===== src/hdl/swsr_pkg.sv =====
// shared types and constants for the sliding window scalar recoder
// no dependencies; imported by every module of the block
package swsr_pkg;

  localparam int BYTE_W       = 8;
  localparam int DIGIT_W      = 5;
  localparam int BASE_W       = 8;
  localparam int SHOWN_DIGITS = 4;
  localparam int WINDOW_AHEAD = 6;
  localparam int DIGIT_MAX    = 15;
  localparam int QUEUE_DEPTH  = 4;

  typedef logic signed [DIGIT_W-1:0] digit_t;

  // one classified input item on its way to the recoder
  typedef struct packed {
    logic [BYTE_W-1:0] data;
    logic              keep;
    logic              last;
  } q_entry_t;

  typedef struct packed {
    logic full;
    logic empty;
  } q_status_t;

endpackage


===== src/hdl/swsr_queue.sv =====
// short fifo between the byte front end and the recoder
// depends on swsr_pkg for the entry and status types
module swsr_queue (
  input  logic                 clk,
  input  logic                 rst_n,
  input  logic                 push,
  input  swsr_pkg::q_entry_t   push_data,
  input  logic                 pop,
  output swsr_pkg::q_entry_t   pop_data,
  output swsr_pkg::q_status_t  status
);
  import swsr_pkg::*;

  localparam int PTR_W = $clog2(QUEUE_DEPTH);
  localparam int CNT_W = $clog2(QUEUE_DEPTH + 1);

  q_entry_t             mem_r [QUEUE_DEPTH];
  logic [PTR_W-1:0]     wr_ptr_r, wr_ptr_nxt;
  logic [PTR_W-1:0]     rd_ptr_r, rd_ptr_nxt;
  logic [CNT_W-1:0]     count_r, count_nxt;
  logic                 do_push, do_pop;

  assign status.full  = (count_r == CNT_W'(QUEUE_DEPTH));
  assign status.empty = (count_r == '0);
  assign do_push      = push && !status.full;
  assign do_pop       = pop && !status.empty;
  assign pop_data     = mem_r[rd_ptr_r];

  always_comb begin
    wr_ptr_nxt = wr_ptr_r;
    rd_ptr_nxt = rd_ptr_r;
    count_nxt  = count_r;
    if (do_push) begin
      wr_ptr_nxt = (wr_ptr_r == PTR_W'(QUEUE_DEPTH - 1)) ? '0 : wr_ptr_r + 1'b1;
    end
    if (do_pop) begin
      rd_ptr_nxt = (rd_ptr_r == PTR_W'(QUEUE_DEPTH - 1)) ? '0 : rd_ptr_r + 1'b1;
    end
    if (do_push && !do_pop) begin
      count_nxt = count_r + 1'b1;
    end else if (do_pop && !do_push) begin
      count_nxt = count_r - 1'b1;
    end
  end

  always_ff @(posedge clk) begin
    if (!rst_n) begin
      wr_ptr_r <= '0;
      rd_ptr_r <= '0;
      count_r  <= '0;
    end else begin
      wr_ptr_r <= wr_ptr_nxt;
      rd_ptr_r <= rd_ptr_nxt;
      count_r  <= count_nxt;
    end
  end

  always_ff @(posedge clk) begin
    if (do_push) begin
      mem_r[wr_ptr_r] <= push_data;
    end
  end

endmodule


===== src/hdl/swsr_front.sv =====
// input front end: accepts scalar bytes and marks surplus ones
// depends on swsr_pkg; feeds swsr_queue
module swsr_front #(
  parameter int SCALAR_BITS = 256
) (
  input  logic                               clk,
  input  logic                               rst_n,
  input  logic                               in_valid,
  output logic                               in_stall,
  input  logic [swsr_pkg::BYTE_W-1:0]        in_scalar_byte,
  input  logic                               in_byte_last,
  input  swsr_pkg::q_status_t                q_stat,
  output logic                               q_push,
  output swsr_pkg::q_entry_t                 q_data
);
  import swsr_pkg::*;

  localparam int BYTE_SLOTS = (SCALAR_BITS + 7) / 8;
  localparam int FW         = $clog2(BYTE_SLOTS + 1);

  logic [FW-1:0] cnt_r, cnt_nxt;
  logic          keep;

  assign in_stall = q_stat.full;
  assign q_push   = in_valid && !q_stat.full;
  assign keep     = (cnt_r < FW'(BYTE_SLOTS));

  assign q_data.data = in_scalar_byte;
  assign q_data.keep = keep;
  assign q_data.last = in_byte_last;

  always_comb begin
    cnt_nxt = cnt_r;
    if (q_push) begin
      if (in_byte_last) begin
        cnt_nxt = '0;
      end else if (keep) begin
        cnt_nxt = cnt_r + 1'b1;
      end
    end
  end

  always_ff @(posedge clk) begin
    if (!rst_n) begin
      cnt_r <= '0;
    end else begin
      cnt_r <= cnt_nxt;
    end
  end

endmodule


===== src/hdl/swsr_back.sv =====
// recoder back end: byte store, width-5 signed window walk, result grouping
// depends on swsr_pkg; pops items from swsr_queue
module swsr_back #(
  parameter int SCALAR_BITS       = 256,
  parameter int DIGITS_PER_RESULT = 4
) (
  input  logic                               clk,
  input  logic                               rst_n,
  input  swsr_pkg::q_status_t                q_stat,
  input  swsr_pkg::q_entry_t                 q_data,
  output logic                               q_pop,
  output logic                               out_valid,
  input  logic                               out_stall,
  output logic [swsr_pkg::BASE_W-1:0]        out_digit_base,
  output logic signed [swsr_pkg::DIGIT_W-1:0] out_digit_a,
  output logic signed [swsr_pkg::DIGIT_W-1:0] out_digit_b,
  output logic signed [swsr_pkg::DIGIT_W-1:0] out_digit_c,
  output logic signed [swsr_pkg::DIGIT_W-1:0] out_digit_d,
  output logic                               out_run_last
);
  import swsr_pkg::*;

  localparam int BYTE_SLOTS = (SCALAR_BITS + 7) / 8;
  localparam int FW         = $clog2(BYTE_SLOTS + 1);
  localparam int IW         = $clog2(SCALAR_BITS);
  localparam int PW         = $clog2(SCALAR_BITS + WINDOW_AHEAD + 2);
  localparam int GW         = $clog2(DIGITS_PER_RESULT + 1);
  localparam int ACC_W      = 8;
  localparam int WIN_W      = WINDOW_AHEAD + 1;

  localparam logic signed [ACC_W-1:0] AccMax = ACC_W'(DIGIT_MAX);
  localparam logic signed [ACC_W-1:0] AccMin = -ACC_W'(DIGIT_MAX);

  typedef enum logic [3:0] {
    ST_LOAD  = 4'b0001,
    ST_PAD   = 4'b0010,
    ST_PRIME = 4'b0100,
    ST_RUN   = 4'b1000
  } state_t;

  typedef struct packed {
    digit_t           d;
    logic [WIN_W-1:0] w;
    logic             c;
  } step_t;

  // one bit position: look ahead up to six places, absorb or subtract with carry
  function automatic step_t recode_pos(input logic [WIN_W-1:0] win, input logic cin,
                                       input logic [WIN_W:0] alive);
    step_t                    r;
    logic signed [ACC_W-1:0]  acc;
    logic signed [ACC_W-1:0]  hi;
    logic                     stop;
    logic                     go;
    r.w  = win;
    r.c  = cin;
    acc  = '0;
    hi   = '0;
    stop = 1'b0;
    go   = 1'b0;
    if (win[0]) begin
      acc = ACC_W'(1);
      for (int b = 1; b <= WINDOW_AHEAD; b++) begin
        if (!stop) begin
          if (!alive[b]) begin
            stop = 1'b1;
          end else if (r.w[b]) begin
            hi = ACC_W'(1) <<< b;
            if (acc + hi <= AccMax) begin
              acc    = acc + hi;
              r.w[b] = 1'b0;
            end else if (acc - hi >= AccMin) begin
              acc = acc - hi;
              go  = 1'b1;
              // ripple the carry upward, stopping past the top digit
              for (int k = 1; k <= WINDOW_AHEAD; k++) begin
                if (go && k >= b) begin
                  if (!alive[k]) begin
                    go = 1'b0;
                  end else if (!r.w[k]) begin
                    r.w[k] = 1'b1;
                    go     = 1'b0;
                  end else begin
                    r.w[k] = 1'b0;
                  end
                end
              end
              if (go && alive[WIN_W]) begin
                r.c = 1'b1;
              end
              go = 1'b0;
            end else begin
              stop = 1'b1;
            end
          end
        end
      end
    end
    r.d = acc[DIGIT_W-1:0];
    return r;
  endfunction

  state_t               state_r, state_nxt;
  logic [FW-1:0]        fill_r, fill_nxt;
  logic [BYTE_W-1:0]    line_r [BYTE_SLOTS];
  logic [BYTE_W-1:0]    line_nxt [BYTE_SLOTS];
  logic [2:0]           bit_ptr_r, bit_ptr_nxt;
  logic [2:0]           prime_r, prime_nxt;
  logic [WIN_W-1:0]     win_r, win_nxt;
  logic                 cy_r, cy_nxt;
  logic [IW-1:0]        pos_r, pos_nxt;
  logic [GW-1:0]        gidx_r, gidx_nxt;
  digit_t               grp_r [SHOWN_DIGITS];
  digit_t               grp_nxt [SHOWN_DIGITS];
  digit_t               grp_cur [SHOWN_DIGITS];
  logic [BASE_W-1:0]    base_r, base_nxt;

  logic                 out_valid_r, out_valid_nxt;
  logic [BASE_W-1:0]    out_base_r, out_base_nxt;
  digit_t               out_dig_r [SHOWN_DIGITS];
  digit_t               out_dig_nxt [SHOWN_DIGITS];
  logic                 out_last_r, out_last_nxt;

  logic                 feed;
  logic                 feed_adv;
  logic                 line_shift;
  logic [BYTE_W-1:0]    line_in;
  logic [WIN_W:0]       alive;
  step_t                step;
  logic                 last_pos;
  logic                 grp_done;
  logic                 can_emit;
  logic                 step_ok;

  assign feed     = line_r[0][bit_ptr_r];
  assign last_pos = (pos_r == IW'(SCALAR_BITS - 1));
  assign grp_done = (gidx_r == GW'(DIGITS_PER_RESULT - 1)) || last_pos;
  assign can_emit = !out_valid_r || !out_stall;
  assign step_ok  = !grp_done || can_emit;

  always_comb begin
    for (int j = 0; j <= WIN_W; j++) begin
      alive[j] = (PW'(pos_r) + PW'(j)) < PW'(SCALAR_BITS);
    end
  end

  assign step = recode_pos(win_r, cy_r, alive);

  always_comb begin
    state_nxt     = state_r;
    fill_nxt      = fill_r;
    bit_ptr_nxt   = bit_ptr_r;
    prime_nxt     = prime_r;
    win_nxt       = win_r;
    cy_nxt        = cy_r;
    pos_nxt       = pos_r;
    gidx_nxt      = gidx_r;
    base_nxt      = base_r;
    grp_nxt       = grp_r;
    grp_cur       = grp_r;
    out_valid_nxt = out_valid_r && out_stall;
    out_base_nxt  = out_base_r;
    out_dig_nxt   = out_dig_r;
    out_last_nxt  = out_last_r;
    q_pop         = 1'b0;
    feed_adv      = 1'b0;
    line_shift    = 1'b0;
    line_in       = '0;

    for (int j = 0; j < SHOWN_DIGITS; j++) begin
      if (int'(gidx_r) == j) begin
        grp_cur[j] = step.d;
      end
    end

    case (state_r)
      ST_LOAD: begin
        q_pop = !q_stat.empty;
        if (q_pop) begin
          if (q_data.keep && fill_r < FW'(BYTE_SLOTS)) begin
            line_shift = 1'b1;
            line_in    = q_data.data;
            fill_nxt   = fill_r + 1'b1;
          end
          if (q_data.last) begin
            state_nxt = ST_PAD;
          end
        end
      end
      ST_PAD: begin
        // slide the loaded bytes down so the first one sits at the bottom
        if (fill_r == FW'(BYTE_SLOTS)) begin
          state_nxt   = ST_PRIME;
          bit_ptr_nxt = '0;
          prime_nxt   = '0;
          win_nxt     = '0;
          cy_nxt      = 1'b0;
        end else begin
          line_shift = 1'b1;
          fill_nxt   = fill_r + 1'b1;
        end
      end
      ST_PRIME: begin
        feed_adv  = 1'b1;
        win_nxt   = {feed, win_r[WIN_W-1:1]};
        prime_nxt = prime_r + 1'b1;
        if (prime_r == 3'(WINDOW_AHEAD)) begin
          state_nxt = ST_RUN;
          pos_nxt   = '0;
          gidx_nxt  = '0;
          base_nxt  = '0;
          for (int j = 0; j < SHOWN_DIGITS; j++) begin
            grp_nxt[j] = '0;
          end
        end
      end
      ST_RUN: begin
        if (step_ok) begin
          feed_adv = 1'b1;
          // the pending carry lands on the bit entering the window
          win_nxt  = {feed ^ step.c, step.w[WIN_W-1:1]};
          cy_nxt   = feed & step.c;
          pos_nxt  = pos_r + 1'b1;
          if (grp_done) begin
            out_valid_nxt = 1'b1;
            out_base_nxt  = base_r;
            out_dig_nxt   = grp_cur;
            out_last_nxt  = last_pos;
            gidx_nxt      = '0;
            base_nxt      = base_r + BASE_W'(DIGITS_PER_RESULT);
            for (int j = 0; j < SHOWN_DIGITS; j++) begin
              grp_nxt[j] = '0;
            end
          end else begin
            gidx_nxt = gidx_r + 1'b1;
            grp_nxt  = grp_cur;
          end
          if (last_pos) begin
            state_nxt = ST_LOAD;
            fill_nxt  = '0;
          end
        end
      end
      default: begin
        state_nxt = ST_LOAD;
      end
    endcase

    if (feed_adv) begin
      bit_ptr_nxt = bit_ptr_r + 1'b1;
      if (bit_ptr_r == 3'd7) begin
        line_shift = 1'b1;
      end
    end

    for (int k = 0; k < BYTE_SLOTS; k++) begin
      line_nxt[k] = line_r[k];
    end
    if (line_shift) begin
      for (int k = 0; k < BYTE_SLOTS - 1; k++) begin
        line_nxt[k] = line_r[k + 1];
      end
      line_nxt[BYTE_SLOTS - 1] = line_in;
    end
  end

  always_ff @(posedge clk) begin
    if (!rst_n) begin
      state_r     <= ST_LOAD;
      fill_r      <= '0;
      bit_ptr_r   <= '0;
      prime_r     <= '0;
      cy_r        <= 1'b0;
      pos_r       <= '0;
      gidx_r      <= '0;
      base_r      <= '0;
      out_valid_r <= 1'b0;
    end else begin
      state_r     <= state_nxt;
      fill_r      <= fill_nxt;
      bit_ptr_r   <= bit_ptr_nxt;
      prime_r     <= prime_nxt;
      cy_r        <= cy_nxt;
      pos_r       <= pos_nxt;
      gidx_r      <= gidx_nxt;
      base_r      <= base_nxt;
      out_valid_r <= out_valid_nxt;
    end
  end

  always_ff @(posedge clk) begin
    line_r     <= line_nxt;
    win_r      <= win_nxt;
    grp_r      <= grp_nxt;
    out_base_r <= out_base_nxt;
    out_dig_r  <= out_dig_nxt;
    out_last_r <= out_last_nxt;
  end

  assign out_valid      = out_valid_r;
  assign out_digit_base = out_base_r;
  assign out_digit_a    = out_dig_r[0];
  assign out_digit_b    = out_dig_r[1];
  assign out_digit_c    = out_dig_r[2];
  assign out_digit_d    = out_dig_r[3];
  assign out_run_last   = out_last_r;

endmodule


===== src/hdl/sliding_window_scalar_recoder_core.sv =====
// Signed sliding-window (width 5) scalar recoder, top level.
// Input channel: one scalar byte per item, least significant byte first;
//   in_byte_last marks the final byte and starts recoding. Bytes past
//   SCALAR_BITS/8 are dropped (their last mark still counts), missing bytes
//   read as zero.
// Result channel: ceil(SCALAR_BITS/DIGITS_PER_RESULT) items per scalar, each
//   with the base bit position and four signed odd-or-zero digits, lowest
//   first; out_run_last flags the final one.
// Timing: the front end takes one item per cycle while its four-entry queue
//   has room. The recoder drains the queue one byte per cycle, then aligns
//   the byte store, fills its look-ahead window and walks the bit positions,
//   one per cycle while no finished group waits on a stalled result. Results
//   leave during that walk. The recoder takes bytes of the next scalar only
//   after the walk ends; meanwhile the front end fills the queue.
// A stalled result holds in the output register; the walk pauses only when a
//   finished group finds that register still occupied.
// Reset (rst_n low, synchronous) empties the queue, clears the byte count
//   and drops any result not yet taken.
module sliding_window_scalar_recoder_core #(
  parameter int SCALAR_BITS       = 256,
  parameter int DIGITS_PER_RESULT = 4
) (
  input  logic                                 clk,
  input  logic                                 rst_n,
  input  logic                                 in_valid,
  output logic                                 in_stall,
  input  logic [swsr_pkg::BYTE_W-1:0]          in_scalar_byte,
  input  logic                                 in_byte_last,
  output logic                                 out_valid,
  input  logic                                 out_stall,
  output logic [swsr_pkg::BASE_W-1:0]          out_digit_base,
  output logic signed [swsr_pkg::DIGIT_W-1:0]  out_digit_a,
  output logic signed [swsr_pkg::DIGIT_W-1:0]  out_digit_b,
  output logic signed [swsr_pkg::DIGIT_W-1:0]  out_digit_c,
  output logic signed [swsr_pkg::DIGIT_W-1:0]  out_digit_d,
  output logic                                 out_run_last
);
  import swsr_pkg::*;

  q_status_t q_stat;
  q_entry_t  q_in;
  q_entry_t  q_out;
  logic      q_push;
  logic      q_pop;

  swsr_front #(
    .SCALAR_BITS (SCALAR_BITS)
  ) u_front (
    .clk            (clk),
    .rst_n          (rst_n),
    .in_valid       (in_valid),
    .in_stall       (in_stall),
    .in_scalar_byte (in_scalar_byte),
    .in_byte_last   (in_byte_last),
    .q_stat         (q_stat),
    .q_push         (q_push),
    .q_data         (q_in)
  );

  swsr_queue u_queue (
    .clk       (clk),
    .rst_n     (rst_n),
    .push      (q_push),
    .push_data (q_in),
    .pop       (q_pop),
    .pop_data  (q_out),
    .status    (q_stat)
  );

  swsr_back #(
    .SCALAR_BITS       (SCALAR_BITS),
    .DIGITS_PER_RESULT (DIGITS_PER_RESULT)
  ) u_back (
    .clk            (clk),
    .rst_n          (rst_n),
    .q_stat         (q_stat),
    .q_data         (q_out),
    .q_pop          (q_pop),
    .out_valid      (out_valid),
    .out_stall      (out_stall),
    .out_digit_base (out_digit_base),
    .out_digit_a    (out_digit_a),
    .out_digit_b    (out_digit_b),
    .out_digit_c    (out_digit_c),
    .out_digit_d    (out_digit_d),
    .out_run_last   (out_run_last)
  );

endmodule


===== config.mk =====
export PLATFORM = sky130hd
export DESIGN_NAME = sliding_window_scalar_recoder_core
export DESIGN_NICKNAME = d
export VERILOG_FILES = /design/src/hdl/swsr_pkg.sv /design/src/hdl/swsr_queue.sv /design/src/hdl/swsr_front.sv /design/src/hdl/swsr_back.sv /design/src/hdl/sliding_window_scalar_recoder_core.sv
export SDC_FILE = /design/constraint.sdc
export NUM_CORES = 1
export LEC_CHECK = 0
export BUFFER_PORTS_ARGS = -buffer_cell sky130_fd_sc_hd__clkbuf_2
export CAP_MARGIN = 30
export CORE_MARGIN = 2
export CORE_UTILIZATION = 61
export CTS_CLUSTER_DIAMETER = 30
export DETAILED_ROUTE_END_ITERATION = 8
export HOLD_SLACK_MARGIN = 0.06
export PLACE_DENSITY = 0.78
export SYNTH_ARGS = -nofsm -noshare
export SYNTH_HDL_FRONTEND = slang
export SYNTH_SLANG_ARGS = --single-unit

===== constraint.sdc =====
create_clock -name clk -period 12.1 [get_ports clk]
set_input_delay 1.21 -clock clk [delete_from_list [all_inputs] [get_ports clk]]
set_output_delay 1.21 -clock clk [all_outputs]
set_load 0.1 [all_outputs]

==> flow_metrics.env <==
export IMPL_status="finished, final reports clean"
export IMPL_layout_cells_non_filler=1257
export IMPL_grt_max_degree=82
export IMPL_dp_hpwl_mm=12.0
export IMPL_power_internal_uw=3580
export IMPL_syn_avg_cell_area_um2=17.9
export IMPL_use_met3_pct=3.83
export IMPL_crit_type="flip-flop to flip-flop"
export IMPL_fin_nets=926
export IMPL_grt_busiest_layer="met2"
export IMPL_tritoncts="built"
export IMPL_synth_xor_area_share_pct=0.550
export IMPL_dpl_worst_slack_ps=7130
export IMPL_hold_viol_final=0
export IMPL_vias=7034
export IMPL_r2r_slack_ps=7250
export IMPL_crit_chain="ha_1 -> ha_1 -> inv_1 -> o21ai_1 -> a21oi_1 -> o21ai_0 -> nand3_4 -> buf_16 -> buf_4 -> buf_4 -> buf_16"
export IMPL_p_leak_uw=0.00593
export IMPL_synth_compound_area_share_pct=4.67
export IMPL_hp_class="flip-flop to flip-flop"
export IMPL_core_area_mm2=0.0233
export IMPL_htreeDepth=2
export IMPL_final_area_mm2=0.0170
export IMPL_worst_pin_slew_ps=951
export IMPL_ys_seq_area_share_pct=80.4
export IMPL_min_period_over_period_pct=40.1
export IMPL_power_clock_fraction_pct=37.6
export IMPL_ys_types=68
export IMPL_grt_pass1_wl_mm=36.4
export IMPL_synth_adder_area_share_pct=2.32
export IMPL_p_total_uw=4770
export IMPL_drt_total_wl_mm=23.2
export IMPL_fmax_mhz=206
export IMPL_postRouteAntennaNets=0
export IMPL_vdd_drop_max_v=0.000211
export IMPL_setup_viol=0
export IMPL_antennaDiodeCount=0
export IMPL_placedCellCount=1145
export IMPL_path_clk_slew_ps=60
export IMPL_num_rows=56
export IMPL_clockRootBuffer="clkbuf_16"
export IMPL_antenna_found_initial=0
export IMPL_fin_skew_ps=17.8
export IMPL_final_max_slew_violation_count=0
export IMPL_startpoint_type="flip-flop"
export IMPL_cts_buffer_depth=3
export IMPL_n_fill_cell=1351
export IMPL_p_comb_share_pct=10.4
export IMPL_whs_path_depth=0
export IMPL_initial_core_util_pct=61.6
export IMPL_vias_per_cell=5.60
export IMPL_grtUsageTotal_pct=19.2
export IMPL_grt_pass1_vias=6919
export IMPL_area_growth_pct=18.8
export IMPL_setup_slack_ps=7250
export IMPL_timing_setup_tns_ps=0
export IMPL_r2r_cells=11
export IMPL_ff_latch_area_mm2=0.0115
export IMPL_cp_slowest_cell="buf_4"
export IMPL_r2r_end="u_back.line_r[80]"
export IMPL_min_from="u_back.line_r[5]"
export IMPL_path_max_fanout=81
export IMPL_slowest_delay_ps=790
export IMPL_synth_simple_area_share_pct=7.54
export IMPL_syn_area_mm2=0.0143
export IMPL_hold_buffers=0
export IMPL_use_met1_pct=26.7
export IMPL_gp_congestion=0.823
export IMPL_cts_buffers=59
export IMPL_finalCriticalPeriod_ps=4850
export IMPL_die_h_um=157
export IMPL_ys_ff_latch=400
export IMPL_min_to="u_back.line_r[13]"
export IMPL_drt_iter0_drc=674
export IMPL_relSlewSlack_pct=36.4
export IMPL_maxCapViolations=0
export IMPL_clkSinkCount=400
export IMPL_p_per_area_mw_per_mm2=280
export IMPL_avgRoutedWirePerCell_um=18.5
export IMPL_endpoint_kind="flip-flop"
export IMPL_cts_resized=0
export IMPL_post_cts_buffers=0
export IMPL_synthMuxAreaShare_pct=2.87
export IMPL_switchingPower_uw=1190
export IMPL_dr_pass1_iters=6
export IMPL_grt_setup_unrepaired="false"
export IMPL_multi_input_area_mm2=0.00260
export IMPL_drc=0
export IMPL_critPathArrivalTime_ps=5090
export IMPL_port_buffers=41
export IMPL_grt_overflow=0
export IMPL_rr_startpoint="u_back.gidx_r[0]"
export IMPL_clkLatencyLatePin_ps=570
export IMPL_die_w_um=157
export IMPL_cp_required_ps=12340
export IMPL_power_frac_seq_pct=51.9
export IMPL_synth_async_reset_ratio_pct=0
export IMPL_drive_above_1_share_pct=20.7
export IMPL_met2_usage_pct=30.8
export IMPL_synth_ff_type="edfxtp_1"
export IMPL_die_area_mm2=0.0247
export IMPL_ios=44
export IMPL_p_sw_share_pct=25.0
export IMPL_placed_area_mm2=0.0149
export IMPL_ys_warn_count=0
export IMPL_synth_edf_count=350
export IMPL_synthCells=802
export IMPL_synth_top_family_by_area="simple AND/OR/NAND/NOR gates"
placed cells by master, fill, tap and decap left out, drive strengths merged, types with 3 or more instances in the layout:
cell and instances:
edfxtp 350, clkbuf 105, dfxtp 50, nand2 47, nor2 36, a21oi 32, o21ai 32, inv 30
ha 25, and2 24, clkinv 19, nand3 15, mux4 12, and3 12, bufinv 10, nand4 9
nor3 8, mux2 8, buf 8, or4 7, xnor2 7, a31oi 7, o211ai 6, clkinvlp 6
o31ai 6, nor4b 6, nor2b 5, mux2i 5, nor3b 4, nand3b 4, o22ai 4, nand2b 3
or4b 3, a32o 3, o21a 3, or2 3
critical path, delay by kind of cell (launching register included):
kind,cells,cell delay [ps]
AOI/OAI and AO/OA,3,1130
DFF,1,350
and+or+nand+nor,1,220
buffers and inverters,5,2230
adders and majority gates,2,550
power groups by stage:
stage | combinational, uW | sequential, uW | clock [uW]
2_1_floorplan | 377 | 2610 | 0
3_3_place_gp | 450 | 2470 | 0
3_5_place_dp | 501 | 2470 | 0
4_1_cts | 505 | 2490 | 1820
5_1_grt | 553 | 2520 | 1880
6_report | 498 | 2480 | 1790
cell families after synthesis:
group	after synthesis
DFF	400
and+or+nand+nor	192
AOI/OAI and AO/OA	106
buffers and inverters	43
adders and majority gates	26
muxes	25
xor gates and xnor gates	9
other	1
synth_stat cells (2+ instances only):
library cell  instances  area share (%)
nand3b_1              4            0.21
nor4b_2               2            0.21
clkbuf_8              2            0.19
or2_2                 2           0.087
a21boi_0              2            0.10
nand2_1              47             1.2
o22ai_1               4            0.17
nand2b_1              3            0.13
o211ai_1              6            0.31
buf_6                 5            0.39
o31ai_1               5            0.26
buf_2                 2           0.070
o21ai_1               4            0.14
and2_1               23             1.0
mux2_2                6            0.47
dfxtp_1              50             7.0
nor2_1               35            0.92
xor2_1                2            0.12
nor3_1                8            0.28
buf_4                 4            0.21
nor3b_1               4            0.21
a31oi_1               6            0.26
mux4_2               12             1.9
xnor2_1               7            0.43
mux2_1                2            0.16
and3_1               11            0.48
nor4b_1               2            0.12
o21a_1                3            0.16
inv_1                16            0.42
o21ai_0              28            0.98
clkbuf_1             13            0.34
nand3_1              15            0.52
nand4_1               9            0.39
or4b_4                3            0.29
ha_1                 25             2.2
mux2i_1               5            0.35
nor4b_4               2            0.33
nor2b_1               5            0.22
a21oi_1              32             1.1
edfxtp_1            350              73
a32o_1                3            0.21
or4_1                 7            0.37
metrics by stage:
stage                     util (%)  hold WS [ps]
final                         73.1           407
after global routing          73.1           413
after CTS                     73.1           404
after detailed placement      64.0           405
after global placement        63.7           401
after floorplan                  -           400
routing by layer:
metal / wire [um] / part of all wire [%] / vias to the layer above
li1: - / - / 3290
met1: 10000 / 43 / 3495
met2: 11500 / 49 / 213
met3: 1340 / 5.8 / 36
met4: 418 / 1.8 / 0
met5: 0 / 0 / -
registers in the layout (all words and copies together) (netlist names), 4 cells and up, named ones only:
name,count
u_back.base_r,6
u_back.fill_r,6
u_back.grp_r,20
u_back.line_r,256
u_back.out_digit_a,5
u_back.out_digit_b,5
u_back.out_digit_base,6
u_back.out_digit_c,5
u_back.out_digit_d,5
u_back.pos_r,8
u_back.state_r,4
u_back.win_r,7
u_front.cnt_r,6
u_queue.mem_r,40
how the worst max path moves through the flow:
stage | slack (ps) | depth (start not counted) | start | end
floorplan | 1870 | 5 | out_stall | u_back.line_r[0]
global placement | 6760 | 7 | out_stall | u_back.line_r[135]
detailed placement | 7130 | 9 | out_stall | u_back.line_r[94]
CTS | 7240 | 11 | u_back.gidx_r[0] | u_back.line_r[70]
global route | 6830 | 11 | u_back.gidx_r[0] | u_back.line_r[151]
finish | 7250 | 11 | u_back.gidx_r[0] | u_back.line_r[80]
cell type report:
| cell class | count | share of cell area [%] |
|---|---|---|
| Clock buffer | 64 | 8.97 |
| Multi-Input combinational cell | 360 | 15.3 |
| Clock inverter | 48 | 3.56 |
| Timing Repair Buffer | 49 | 1.79 |
| Inverter | 17 | 0.375 |
| Tap cell | 319 | 2.35 |
| Sequential cell | 400 | 67.7 |
Note: power is estimated with default switching activity, not from simulation.
